--- config.mk ---
export PLATFORM = sky130hd
export DESIGN_NAME = plq_ram
export DESIGN_NICKNAME = d
export VERILOG_FILES = /design/src/rtl/core/plq_ram.sv
export SDC_FILE = /design/constraint.sdc
export NUM_CORES = 2
export LEC_CHECK = 0
export BUFFER_PORTS_ARGS = -buffer_cell sky130_fd_sc_hd__buf_4
export CAP_MARGIN = 20
export CORE_UTILIZATION = 55
export DETAILED_ROUTE_END_ITERATION = 8
export HOLD_SLACK_MARGIN = 0.06
export MAX_ROUTING_LAYER = met4
export PLACE_DENSITY_LB_ADDON = 0.08
export SLEW_MARGIN = 20
export SYNTH_ARGS = -nofsm -noshare
export SYNTH_HDL_FRONTEND = slang
export SYNTH_SLANG_ARGS = --single-unit
--- constraint.sdc ---
create_clock -name clk -period 7.05 [get_ports clk]
set_clock_uncertainty 0.2 [all_clocks]
set_input_delay 1.41 -clock clk [delete_from_list [all_inputs] [get_ports clk]]
set_output_delay 1.41 -clock clk [all_outputs]
set_load 0.01 [all_outputs]
--- src/rtl/core/plq_ram.sv ---
`default_nettype none

// Simple dual-port RAM: one write port, one read port with registered data.
module plq_ram #(
	parameter int WIDTH = 8,
	parameter int DEPTH = 256
) (
	input  wire logic                     clk,
	input  wire logic                     wr_en,
	input  wire logic [$clog2(DEPTH)-1:0] wr_addr,
	input  wire logic [WIDTH-1:0]         wr_data,
	input  wire logic                     rd_en,
	input  wire logic [$clog2(DEPTH)-1:0] rd_addr,
	output logic      [WIDTH-1:0]         rd_data
);

	logic [WIDTH-1:0] mem_q [DEPTH];

	always_ff @(posedge clk) begin
		if (wr_en) begin
			mem_q[wr_addr] <= wr_data;
		end
		if (rd_en) begin
			rd_data <= mem_q[rd_addr];
		end
	end

endmodule

`default_nettype wire

==> impl_results.md <==
- Initial antenna violation count: 13
- P&R area growth vs syn: 10.7%
- Crit path DAT: 4980 ps
- Synth unique cells: 54
- Setup CP Type: input pin to flip-flop
- Period utilization: 65.9%
- Startpoint types: input pin
- CTS Root Cell: clkbuf_16
- Pins over their slew limit: 0
- Hold path cells: 1
- Starting Density: 55.4%
- First-pass GRT wire length: 283000 um
- Post-synth EDFFs: 2056
- Total number of vias: 38800
- Data required, critical path: 7380 ps
- Setup Fix Bufs, Post-CTS: 0
- Placed cells: 5505
- Worst slew pin tran: 1340 ps
- CP Capture Type: flip-flop
- CTS sink count: 2056
- Row count: 139
- DR pass1 iterations: 5
- Vias in the first global route: 39100
- Critical-path cell list: buf_8 > buf_4 > mux4_2 > a22o_1 > a221oi_1 > o32ai_1 > nor3_1 > nor4_1
- RSZ-0062 raised after global routing: false
- Status: finished, final reports clean
- Synth Instances: 3733
- 1st-iter DRT viols: 4897
- Gr usage total: 28.2%
- Die height: 383 um
- Hold_ws: 788 ps
- Clock buffer depth: 3
- Max-slew headroom: 11.0%
- YS warnings: 0
- Gp weighted congestion: 0.879
- Final setup violation count: 0
- Post-route insts no fill: 5885
- Post-Syn Area: 79600 um2
- Routed wire length: 197000 um
- Share of cells above drive strength 1: 22.1%
- Critical Path Max Stage Delay: 640 ps
- Largest net degree at the start of global routing: 217
- CTS tree: yes
- Top-Level Pins: 35
- R2r setup slk: 3790 ps
- Cells on worst reg2reg path: 6
- Top_reg_cell synth: edfxtp_1
- Leak: 27.0 nW
- Hold Crit Class: input pin to flip-flop
- Die footprint: 146000 um2
- CTS H-Tree Depth: 4
- Fill count: 9977
- Post-layout min period: 4640 ps
- Max IR drop VDD: 0.000209 V
- FFs w/ async S/R, synth: 0%
- DRC Markers: 0
- Seq/Total Area, Yosys: 77.5%
- F_max: 0.215 GHz
- Die X: 383 um
- TritonCTS buffer count: 200
- Reg clk slew, reported paths: 60 ps
- Total gr overflow: 0
- Maxcap violations: 0
- Clk_lat worst skew: 830 ps
- DR WL/cell: 33.4 um
- Detail Placement HPWL: 119000 um
- Hold buffer count at cts: 0
- Final hold violations: 0
- Synthesized area per cell: 21.3 um2
- Cts repair resizes: 0
- Pwr Density: 285 nW/um2
- I/O Buffers: 34
- Core Box Area: 144000 um2
- Slowest-stage cell, CP: nor3_1
- Post-route setup TNS: 0 ps
- CP max FO: 78
- Via density: 6.60
- Power Total: 25.1 mW
- Detail Route Antenna Nets: 0
- Fin nets: 3831
- #FFs+latches synth: 2056
- Net Count, Synth: 3760
stage by stage:
step           instance area, um2  setup slack, ps  util, %
5_1_grt                     88100             2280     61.3
2_1_floorplan               79600             3360        -
3_3_place_gp                81700             1400     56.9
4_1_cts                     88100             2530     61.3
6_report                    88100             2410     61.4
3_5_place_dp                81700             1650     56.9
power breakdown:
group          switching [mW]  leakage [nW]  internal, mW
registers              0.0171          18.5          13.5
clock network            4.48          3.13          5.95
logic                   0.794          5.40         0.397
critical path, delay by kind of cell:
kind                   cells  cell delay [ps]
multiplexers               1              410
buffers and inverters      2             1190
AND/OR/NAND/NOR            2              820
AO/OA/AOI/OAI              3             1100
worst paths after layout:
path / start / end
worst max-delay path: rd_addr[1] / rd_data[3]
worst min-delay path: rd_en / rd_data[0]
worst max register to register: mem_q[81][3] / rd_data[3]
worst min register to register: mem_q[32][5] / rd_data[5]
synth_stat cells, types with 10 or more instances:
library cell	number	share of area, %
nor3_1	22	0.14
buf_8	13	0.25
mux2i_1	134	1.7
buf_4	27	0.25
nand3_1	34	0.21
a221oi_1	13	0.14
buf_6	21	0.30
a22oi_1	133	1.3
nor2_1	282	1.3
o221ai_1	46	0.51
edfxtp_1	2056	78
a21oi_1	96	0.60
o21ai_0	10	0.063
nand4_1	10	0.079
a211oi_1	16	0.15
buf_1	22	0.10
clkbuf_1	111	0.52
nor4_1	24	0.19
nand2_1	33	0.16
o211ai_1	10	0.094
nor2b_1	31	0.24
o22ai_1	28	0.22
mux4_2	454	13
buf_2	31	0.19
cells in the final DEF (no fill, tap or decap), drive strengths merged, types with 8 or more instances in the layout:
cell type     n
edfxtp     2056
mux4        456
nor2        282
clkbuf      253
mux2i       134
a22oi       133
a21oi        96
clkinv       95
buf          94
o221ai       47
nand3        34
nand2        33
nor2b        31
o22ai        28
nor4         27
nor3         22
bufinv       18
a211oi       16
a221oi       14
o21ai        12
nand4        10
o211ai       10
diode         8
nand2b        8
a22o          8
clkinvlp      8
inv           8
flip-flops by register name (all words and copies together) (netlist names):
name,flops
mem_q,2048
rd_data,8
area by class of cell:
cell class | instances | area, um2 | area share (%)
Clock inverter | 127 | 1130 | 1.28
Antenna cell | 8 | 20.0 | 0.0227
Clock buffer | 245 | 5260 | 5.97
Sequential cell | 2056 | 61700 | 70.1
Multi-Input combinational cell | 1442 | 16500 | 18.8
Timing Repair Buffer | 102 | 1070 | 1.21
Inverter | 2 | 7.51 | 0.00852
Tap cell | 1903 | 2380 | 2.70
metal layers:
layer | vias to the layer above | track usage [%] | share of wire [%]
li1 | 15900 | - | -
met1 | 20800 | 38.7 | 40
met2 | 1808 | 43.8 | 49
met3 | 312 | 5.02 | 8.1
met4 | 0 | 8.14 | 2.7
met5 | - | - | 0
kinds of logic after synthesis:
logic type | after synthesis | synth area share [%]
DFF | 2056 | 77.5
buffers and inverters | 235 | 1.83
and+or+nand+nor | 466 | 2.63
muxes | 591 | 14.6
AOI/OAI and AO/OA | 385 | 3.42
Power figures use the tool's default switching activity.
