File: src/rtl/core/plq_pkg.sv
`default_nettype none

package plq_pkg;

	// Queue geometry.
	localparam int SLOTS   = 256;
	localparam int SLOT_W  = $clog2(SLOTS);
	localparam int COUNT_W = $clog2(SLOTS + 1);

	// Volume widths: one order, the whole level, one accumulator cell.
	localparam int VOL_W     = 32;
	localparam int LVL_W     = 40;
	localparam int CELL_W    = 8;
	localparam int VOL_CELLS = LVL_W / CELL_W;

	// Command codes.
	localparam logic [1:0] CMD_PUSH  = 2'd0;
	localparam logic [1:0] CMD_POP   = 2'd1;
	localparam logic [1:0] CMD_ERASE = 2'd2;

	// Stream widths.
	localparam int IN_DATA_W  = 40;
	localparam int OUT_BITS   = 8 + VOL_W + COUNT_W + LVL_W;
	localparam int OUT_DATA_W = ((OUT_BITS + 7) / 8) * 8;

endpackage

`default_nettype wire

File: src/rtl/core/plq_vol_cell.sv
`default_nettype none

// One byte of the running level volume. The cell adds or subtracts its byte
// of the operand, takes the carry from the cell below and hands its own
// carry to the cell above.
module plq_vol_cell
	import plq_pkg::*;
(
	input  wire logic              clk,
	input  wire logic              arst_n,
	input  wire logic              en,
	input  wire logic              sub,
	input  wire logic [CELL_W-1:0] operand,
	input  wire logic              carry_in,
	output logic                   carry_out,
	output logic      [CELL_W-1:0] level_next
);

	logic [CELL_W-1:0] level_q;
	logic [CELL_W-1:0] op_eff;
	logic [CELL_W:0]   sum;

	assign op_eff     = sub ? ~operand : operand;
	assign sum        = {1'b0, level_q} + {1'b0, op_eff} + {{CELL_W{1'b0}}, carry_in};
	assign carry_out  = sum[CELL_W];
	assign level_next = en ? sum[CELL_W-1:0] : level_q;

	always_ff @(posedge clk or negedge arst_n) begin
		if (!arst_n) begin
			level_q <= '0;
		end else if (en) begin
			level_q <= sum[CELL_W-1:0];
		end
	end

endmodule

`default_nettype wire

File: config.mk
export PLATFORM = sky130hd
export DESIGN_NAME = plq_vol_cell
export DESIGN_NICKNAME = d
export VERILOG_FILES = /design/src/rtl/core/plq_pkg.sv /design/src/rtl/core/plq_vol_cell.sv
export SDC_FILE = /design/constraint.sdc
export NUM_CORES = 1
export LEC_CHECK = 0
export ABC_AREA = 0
export BUFFER_PORTS_ARGS = -buffer_cell sky130_fd_sc_hd__buf_2
export CAP_MARGIN = 20
export CORE_UTILIZATION = 42
export DETAILED_ROUTE_END_ITERATION = 10
export MAX_ROUTING_LAYER = met4
export PLACE_DENSITY_LB_ADDON = 0.08
export SLEW_MARGIN = 10
export SYNTH_ARGS = -nofsm -noshare
export SYNTH_HDL_FRONTEND = slang
export SYNTH_SLANG_ARGS = --single-unit
File: constraint.sdc
create_clock -name clk -period 2.5 [get_ports clk]
set_input_delay 0.375 -clock clk [delete_from_list [all_inputs] [get_ports clk]]
set_output_delay 0.375 -clock clk [all_outputs]
set_load 0.02 [all_outputs]
==> flow_metrics.tcl, run 1 <==
set metrics [dict create \
    die-area_um2 1989 \
    violations "negative setup slack" \
    drt_iter0_markers 13 \
    r2r_start "level_q[0]$_DFF_PN0_" \
    crit_required_ps 2120 \
    pre_cts_ws_ps -286.5 \
    sw_frac_of_total_pct 42.95 \
    pin_count 22 \
    clk_latency_ps 260 \
    worst_setup_path_end_kind "primary output" \
    rsz0062_at_grt "true" \
    core.rowCount 15 \
    antenna_found_initial 0 \
    seq_power_share_pct 14.4 \
    cts_buffers 3 \
    grt_pass1_wl_um 3001 \
    grt.overflow.total 0 \
    postLayoutCoreUtil_pct 72.45 \
    wirelength_um 1919 \
    portBuffers 21 \
    crit_end "level_next[6]" \
    finalPower_mw 1.689 \
    cp_cell_sequence "inv_2 -> fa_2 -> fa_2 -> nor2b_4 -> o31a_1 -> nor3_1 -> or3b_4 -> buf_6" \
    core_area_um2 1708 \
    htreeDepth 1 \
    cts_buffer_depth 2 \
    grt_max_degree 12 \
    ys_seq_elements 8 \
    grt_pass1_vias 725 \
    hold_viol 0 \
    cp.arrival_ps 2260 \
    top_layer_used "met4" \
    synth_edf_count 0 \
    critPathBufInv 2 \
    outcome "finished with violations" \
    synthCells 83 \
    power_switching_mw 0.7257 \
    nets 146 \
    dieHeight_um 44.60 \
    rr_endpoint "level_q[4]$_DFF_PN0_" \
    die_w_um 44.60 \
    antenna_left 0 \
    cts_root_buf "clkbuf_4" \
    wl_per_cell_um 13.05 \
    ir_drop_mv 0.8152 \
    syn_nets 105 \
    syn_area_um2 762.0 \
    synth_ff_type "dfrtp_1" \
    yosysTopAreaCell "dfrtp_1" \
    crit_type "reg2out" \
    cp_num_cells 8 \
    slew_headroom_pct 75.46 \
    met2_length_um 986 \
    setup_violations 5 \
    period_needed_ps 2633 \
    hold_class "in2async" \
    drt_first_pass_iters 4 \
    power_frac_comb_pct 79.5 \
    max_stage_delay_ps 380 \
    tns_ps -345.1 \
    synth-async-reset-ratio_pct 100.0 \
    yosysUniqueCellTypes 30 \
    vias 767 \
    worstPathMaxFanout 3 \
    finClkSkew_ps 2.833 \
    met1_length_um 876 \
    path_delay_family "adder cells" \
    cpMostUsedCell "fa_2" \
    diodes 0 \
    power_density_nw_per_um2 1365 \
    fin_crit_sh_pct 105.3 \
    yosysWarningCount 0 \
    viasPerCell 5.218 \
    met3WireLength_um 42 \
    cts_tree "yes" \
    grt_usage_pct 21.62 \
    path_clk_slew_ps 60 \
    largest-register "level_q" \
    cts_sinks 8 \
    r2r_setup_slack_ps 380 \
    clkPwrFrac_pct 6.1 \
    fmax_mhz 379.8 \
    drive_gt1_share_pct 49.18 \
    crit_path_start "level_q[0]$_DFF_PN0_" \
    synthTopCellsByArea "dfrtp_1, ha_1, xor2_1, fa_1, mux2i_1" \
    critPathLaunchType "register" \
    reg_top3 "level_q (8)" \
    slew_viol_final 0 \
    ys_seq_area_share_pct 26.27 \
    synth_top_area_share_pct 26.27 \
    drv_cap 0 \
    worst_slack_ps -133.2 \
    dp_hpwl_um 1338 \
    p_leak_nw 0.5748 \
    gp_congestion 0.7730 \
    start_util_pct 44.62 \
    max_slew.worst_pin.slew_ps 365.3 \
    area_growth_pct 62.40 \
    largest_register_ffs 8 \
    worst_path_max_delay_cell "fa_2" \
    synth.avg_cell_area_um2 9.180 \
    reg2reg_depth 10 \
    drc 0 \
    internal-power_mw 0.9637 \
]
[power groups by stage]
| stage | clock [mW] | sequential (mW) | combinational (mW) |
|---|---|---|---|
| after detailed placement | 0 | 0.235 | 0.948 |
| after CTS | 0.107 | 0.244 | 1.22 |
| final | 0.104 | 0.243 | 1.34 |
| after floorplan | 0 | 0.225 | 0.691 |
| after global placement | 0 | 0.232 | 0.938 |
| after global routing | 0.113 | 0.251 | 1.45 |
[Yosys cell counts (4+ instances only)]
library cell,n
dfrtp_1,8
xor2_1,8
ha_1,7
a21oi_1,6
inv_1,5
nor2_1,5
o21ai_0,5
mux2i_1,4
nor3_1,4
o21a_1,4
[cell families after synthesis]
family	synth area share [%]
AO/OA/AOI/OAI	21.84
XOR/XNOR	11.50
adder cells (fa/ha/maj)	16.75
buffers and inverters	5.255
flip-flops	26.27
multiplexers	6.732
AND/OR/NAND/NOR	11.66
[routing by layer]
metal	vias up	GRT usage [%]
met5	-	-
met3	2	3.673
met4	0	10.30
met2	17	34.12
met1	369	26.70
li1	379	-
[final cells by class]
| type | instances | area, um2 |
|---|---|---|
| Clock buffer | 3 | 22.52 |
| Fill cell | 131 | 470.5 |
| Inverter | 6 | 22.52 |
| Multi-Input combinational cell | 65 | 636.9 |
| Sequential cell | 8 | 200.2 |
| Tap cell | 25 | 31.28 |
| Timing Repair Buffer | 40 | 324.1 |
[cells in the final DEF (no fill, tap or decap), types with 2 or more instances in the layout]
cell type  instances
nand2_1            2
buf_6              7
o21ai_0            4
dfrtp_1            8
a21oi_2            2
buf_8              2
mux2i_1            4
o31a_1             2
ha_1               5
fa_2               2
nor3_1             4
buf_2             13
nor2b_4            2
ha_4               2
nor2_1             5
xor2_1             7
inv_1              4
buf_4             16
clkbuf_4           3
o21a_1             4
a21oi_1            4
[stage by stage]
step	cells	hold slack (ps)	cell area, um2
after floorplan	83	79.41	807.0
after global placement	131	238.0	955.9
after detailed placement	131	240.5	955.9
after CTS	144	496.1	1190
after global routing	147	510.2	1237
final	147	494.5	1237
[how the worst min path moves through the flow]
stage                                      end  slack (ps)   start
after global routing      level_q[3]$_DFF_PN0_         510  arst_n
final                     level_q[6]$_DFF_PN0_         490  arst_n
after CTS                 level_q[0]$_DFF_PN0_         500  arst_n
after floorplan           level_q[0]$_DFF_PN0_          80  arst_n
after detailed placement  level_q[6]$_DFF_PN0_         240  arst_n
after global placement    level_q[6]$_DFF_PN0_         240  arst_n
[what timing repair did]
action                                 in CTS  in global routing
setup endpoints to repair                   7                  7
pin swaps                                   8                  3
endpoints found under the hold margin       8                  0
buffers inserted                            9                  3
gates resized for setup                    29                  7
hold buffers                                1                  0
cloned                                      0                  0
No activity file was read; power rests on OpenSTA's default activity.
==> inputs of run 2 (changes only) <==
Clock period 2.5 ns to 2.6 ns, I/O delays scaled along.
==> run 2 against run 1 <==
- the flow finishes with violations (design-rule violations, negative setup slack)
- clock skew increased by 1.1 ps
- sequential share of layout area increased by 1.6 points
- sequential power decreased by 7%
- setup slack improved by 81 ps
- total power decreased by 14%
- sequential cell count unchanged
- non-clock buffer count decreased by 5
- clock-buffer cell count unchanged
==> flow_metrics.tcl, run 2 (synthesis gave the netlist of run 1 again) <==
set metrics [dict create \
    dieHeight_um 44.60 \
    pin_count 22 \
    postLayoutCoreUtil_pct 65.93 \
    path_delay_family "adder cells" \
    path_clk_slew_ps 60 \
    sw_frac_of_total_pct 45.14 \
    drt_iter0_markers 11 \
    worstPathMaxFanout 2 \
    slew_headroom_pct 76.50 \
    drc 1 \
    p_leak_nw 0.5329 \
    grt_max_degree 12 \
    final_common_cell "buf_4" \
    period_needed_ps 2652 \
    drt_first_pass_iters 9 \
    vias 720 \
    met2_usage_pct 35.59 \
    place_inst 132 \
    grt_pass1_vias 656 \
    cts_buffers 3 \
    crit_path_start "operand[0]" \
    rsz0062_at_grt "true" \
    clkPwrFrac_pct 6.9 \
    cp.arrival_ps 2260 \
    cts_sinks 8 \
    cpMostUsedCell "fa_2" \
    worst_setup_path_end_kind "primary output" \
    core.rowCount 15 \
    largest_register_ffs 8 \
    wl_per_cell_um 12.88 \
    wirelength_um 1829 \
    clk_latency_ps 260 \
    grt_pass1_wl_um 2939 \
    htreeDepth 1 \
    pre_cts_ws_ps -200.0 \
    viasPerCell 5.070 \
    die-area_um2 1989 \
    crit_type "in2out" \
    grt.overflow.total 0 \
    hold_slack_ps 510.8 \
    cp_cell_sequence "buf_2 -> xnor2_4 -> fa_2 -> fa_2 -> nor2b_4 -> o31a_1 -> nor3_1 -> or3b_4 -> buf_6" \
    use_met3_pct 2.857 \
    grt-busiest-layer "met2" \
    cts_tree "yes" \
    slew_viol_final 0 \
    die_w_um 44.60 \
    start_util_pct 44.62 \
    gp_congestion 0.7567 \
    cts_buffer_depth 2 \
    fin_crit_sh_pct 102.0 \
    power_switching_mw 0.6560 \
    drive_gt1_share_pct 43.59 \
    grt_usage_pct 21.97 \
    cts_root_buf "clkbuf_4" \
    power_density_nw_per_um2 1291 \
    crit_required_ps 2210 \
    worst_path_max_delay_cell "fa_2" \
    seq_power_share_pct 15.5 \
    critPathBufInv 2 \
    area_growth_pct 47.78 \
    core_area_um2 1708 \
    ir_drop_mv 0.6255 \
    nets 141 \
    finClkSkew_ps 3.956 \
    antenna_left 0 \
    largest-register "level_q" \
    max_slew.worst_pin.slew_ps 350.3 \
    diodes 0 \
    violations "design-rule violations, negative setup slack" \
    critPathLaunchType "input port" \
    worst_slack_ps -52.27 \
    layoutNonFillerInstCount 142 \
    setup_violations 1 \
    outcome "finished with violations" \
    layout_common_cells "buf_4, buf_2, dfrtp_1, xor2_1, ha_1" \
    max_stage_delay_ps 380 \
    antenna_found_initial 0 \
    met1_usage_pct 25.19 \
    portBuffers 21 \
    fmax_mhz 377.0 \
    hold_class "in2async" \
    dp_hpwl_um 1372 \
    drv_cap 0 \
    r2r_start "level_q[0]$_DFF_PN0_" \
    reg_top3 "level_q (8)" \
    internal-power_mw 0.7974 \
    finalPower_mw 1.453 \
    power_frac_comb_pct 77.6 \
    hold_viol 0 \
]
==> run 2: final timing paths <==
check                                             to  slack (ps)  cells after the start
worst min register to register  level_q[2]$_DFF_PN0_         530                      1
worst max-delay path                   level_next[6]         -50                      9
max in group asynchronous       level_q[1]$_DFF_PN0_        1900                      2
worst min-delay path            level_q[6]$_DFF_PN0_         510                      2
min in group clk                level_q[2]$_DFF_PN0_         530                      1
worst max register to register  level_q[7]$_DFF_PN0_         560                      9
==> run 2: area by class of cell <==
type,instances,area [um2]
clock buffers,3,22.52
flip-flops and latches,8,200.2
fillers,143,581.8
well taps,25,31.28
multi-input cells,65,600.6
inverters,6,22.52
repair buffers,35,249.0
==> run 2: repair_timing <==
action / 4_1_cts / 5_1_grt
gates resized for setup: 11 / 12
hold buffers: 1 / 0
setup endpoints to repair: 5 / 6
endpoints found under the hold margin: 8 / 0
pin swaps: 7 / 6
buffers inserted: 4 / 2
==> run 2: power groups by stage <==
stage	combinational [mW]	clock, mW	sequential [mW]
detailed placement	0.893	0	0.228
global placement	0.894	0	0.223
floorplan	0.657	0	0.217
finish	1.13	0.101	0.225
CTS	1.01	0.107	0.227
global route	1.23	0.110	0.231
==> run 2: layer usage <==
metal / routed length [um] / up-vias
li1: - / 367
met1: 803 / 327
met2: 906 / 20
met3: 67 / 6
met4: 51 / 0
met5: 0 / -
==> run 2: stage by stage <==
step           instance area (um2)  TNS (ps)
2_1_floorplan                803.3    -1.346
5_1_grt                       1126    -427.5
3_3_place_gp                 959.7    -422.4
3_5_place_dp                 959.7    -546.4
4_1_cts                       1061    -62.69
6_report                      1126    -52.27
==> inputs of run 3 (changes only) <==
Settings changed: CTS_BUF_LIST set to sky130_fd_sc_hd__clkbuf_16.
==> run 3 against run 2 <==
- the flow still finishes with violations (design-rule violations, negative setup slack)
- combinational power decreased by 6%
- total power is 6.4% higher
- clock power grew to 2.6 times the previous value
- sequential power is essentially flat
- critical path type unchanged
- largest power group unchanged
==> flow_metrics.tcl, run 3 (synthesis gave the netlist of run 1 again) <==
set metrics [dict create \
    core_area_um2 1708 \
    nets 137 \
    reg_top3 "level_q (8)" \
    worst_slack_ps -35.30 \
    start_util_pct 44.62 \
    drt_iter0_markers 11 \
    place_area_um2 959.7 \
    path_clk_slew_ps 40 \
    grt_usage_pct 22.67 \
    die_w_um 44.60 \
    slew_headroom_pct 80.57 \
    cp_num_cells 9 \
    wirelength_um 1875 \
    critPathBufInv 2 \
    fin_crit_sh_pct 101.4 \
    drc 1 \
    die-area_um2 1989 \
    critPathLaunchType "input port" \
    ir_drop_mv 0.6770 \
    cts_buffers 3 \
    worst_setup_path_end_kind "primary output" \
    layout_common_cells "buf_2, buf_4, xor2_1, dfrtp_1, ha_1" \
    cts_root_buf "clkbuf_16" \
    hold_viol 0 \
    fmax_mhz 379.5 \
    largest_register_ffs 8 \
    multi_input_area_um2 584.3 \
    place_inst 132 \
    pre_cts_ws_ps -200.0 \
    pin_count 22 \
    gp_congestion 0.7567 \
    cts_sinks 8 \
    largest-register "level_q" \
    slew_viol_final 0 \
    max_stage_delay_ps 380 \
    fillers 136 \
    finalPower_mw 1.547 \
    outcome "finished with violations" \
    grt_pass1_wl_um 3063 \
    clk_latency_ps 230 \
    cts_buffer_depth 2 \
    cp.arrival_ps 2250 \
    drt_first_pass_iters 9 \
    portBuffers 21 \
    vias 714 \
    wl_per_cell_um 13.59 \
    rsz0062_at_grt "true" \
    seq_area_um2 200.2 \
    dp_hpwl_um 1372 \
    viasPerCell 5.174 \
    htreeDepth 1 \
    final_area_um2 1139 \
    antenna_left 0 \
    grt_max_degree 12 \
    max_slew.worst_pin.slew_ps 289.7 \
    worstPathMaxFanout 4 \
    core.rowCount 15 \
    cpMostUsedCell "fa_2" \
    power_density_nw_per_um2 1359 \
    drive_gt1_share_pct 41.59 \
    path_delay_family "adder cells" \
    hold_class "in2async" \
    violations "design-rule violations, negative setup slack" \
    reg2reg_depth 7 \
    layoutNonFillerInstCount 138 \
    final_common_cell "buf_2" \
    period_needed_ps 2635 \
    grt.overflow.total 0 \
    grt_pass1_vias 684 \
    crit_required_ps 2210 \
    p_leak_nw 0.5411 \
    diodes 0 \
    cts_tree "yes" \
    crit_type "in2out" \
    worst_path_max_delay_cell "fa_2" \
    antenna_found_initial 0 \
    dieHeight_um 44.60 \
    setup_violations 1 \
    area_growth_pct 49.42 \
    drv_cap 0 \
    finClkSkew_ps 2.991 \
    cp_cell_sequence "buf_12 -> xnor2_4 -> fa_2 -> fa_2 -> nor2b_4 -> o31a_1 -> nor3_2 -> or3b_4 -> buf_6" \
]
-- run 3: cell types whose count changed in the layout (fill, tap and decap cells not counted), sizes merged --
cell,before,now
buf,34,31
dlygate4sd3,1,0
-- run 3: report_power, final --
group          total, mW  leakage (nW)  internal (mW)  switching [mW]
registers          0.227        0.0935          0.191          0.0362
logic               1.06         0.411          0.502           0.554
clock network      0.264        0.0370          0.199          0.0650
-- run 3: metal layers --
layer | GRT usage (%) | vias up | wire [um] | part of all wire (%)
met5 | - | - | 0 | 0
met4 | 12.73 | 0 | 54 | 2.9
met3 | 4.082 | 8 | 66 | 3.5
met2 | 37.94 | 19 | 945 | 50
met1 | 25.19 | 326 | 809 | 43
li1 | - | 361 | - | -
-- run 3: worst register-to-register path: stages (launching register included) --
cell,delay (ps)
dfrtp_1,340
inv_2,50
fa_2,370
fa_2,380
nor2b_4,120
o31a_1,170
nor3_2,60
or3b_4,380
-- run 3: final timing paths --
path                                 startpoint                    to  slack (ps)
max                                         sub         level_next[6]         -40
min                                      arst_n  level_q[6]$_DFF_PN0_           5
max reg2reg                level_q[0]$_DFF_PN0_  level_q[6]$_DFF_PN0_         600
min reg2reg                level_q[3]$_DFF_PN0_  level_q[3]$_DFF_PN0_         520
max in group asynchronous                arst_n  level_q[1]$_DFF_PN0_        2410
min in group clk           level_q[3]$_DFF_PN0_  level_q[3]$_DFF_PN0_         520
-- run 3: repair_timing --
action                                  CTS  global route
pin swaps                                 9             3
endpoints found under the setup margin    5             5
hold buffers                              0             0
setup buffers                             2             1
gates resized for setup                  18             5
-- run 3: final cells by class --
| cell class | instances | share of cell area [%] |
|---|---|---|
| well taps | 25 | 2.747 |
| inverters | 6 | 1.978 |
| clock buffers | 3 | 6.593 |
| repair buffers | 31 | 19.78 |
| multi-input cells | 65 | 51.32 |
| flip-flops and latches | 8 | 17.58 |
-- run 3: through the flow --
step	setup TNS (ps)	util, %	hold WS, ps
after floorplan	-1.346	-	94.41
after global placement	-422.4	56.19	253.7
after detailed placement	-546.4	56.19	254.6
after CTS	-33.51	65.27	8.735
after global routing	-319.8	66.67	20.09
final	-35.30	66.67	5.018
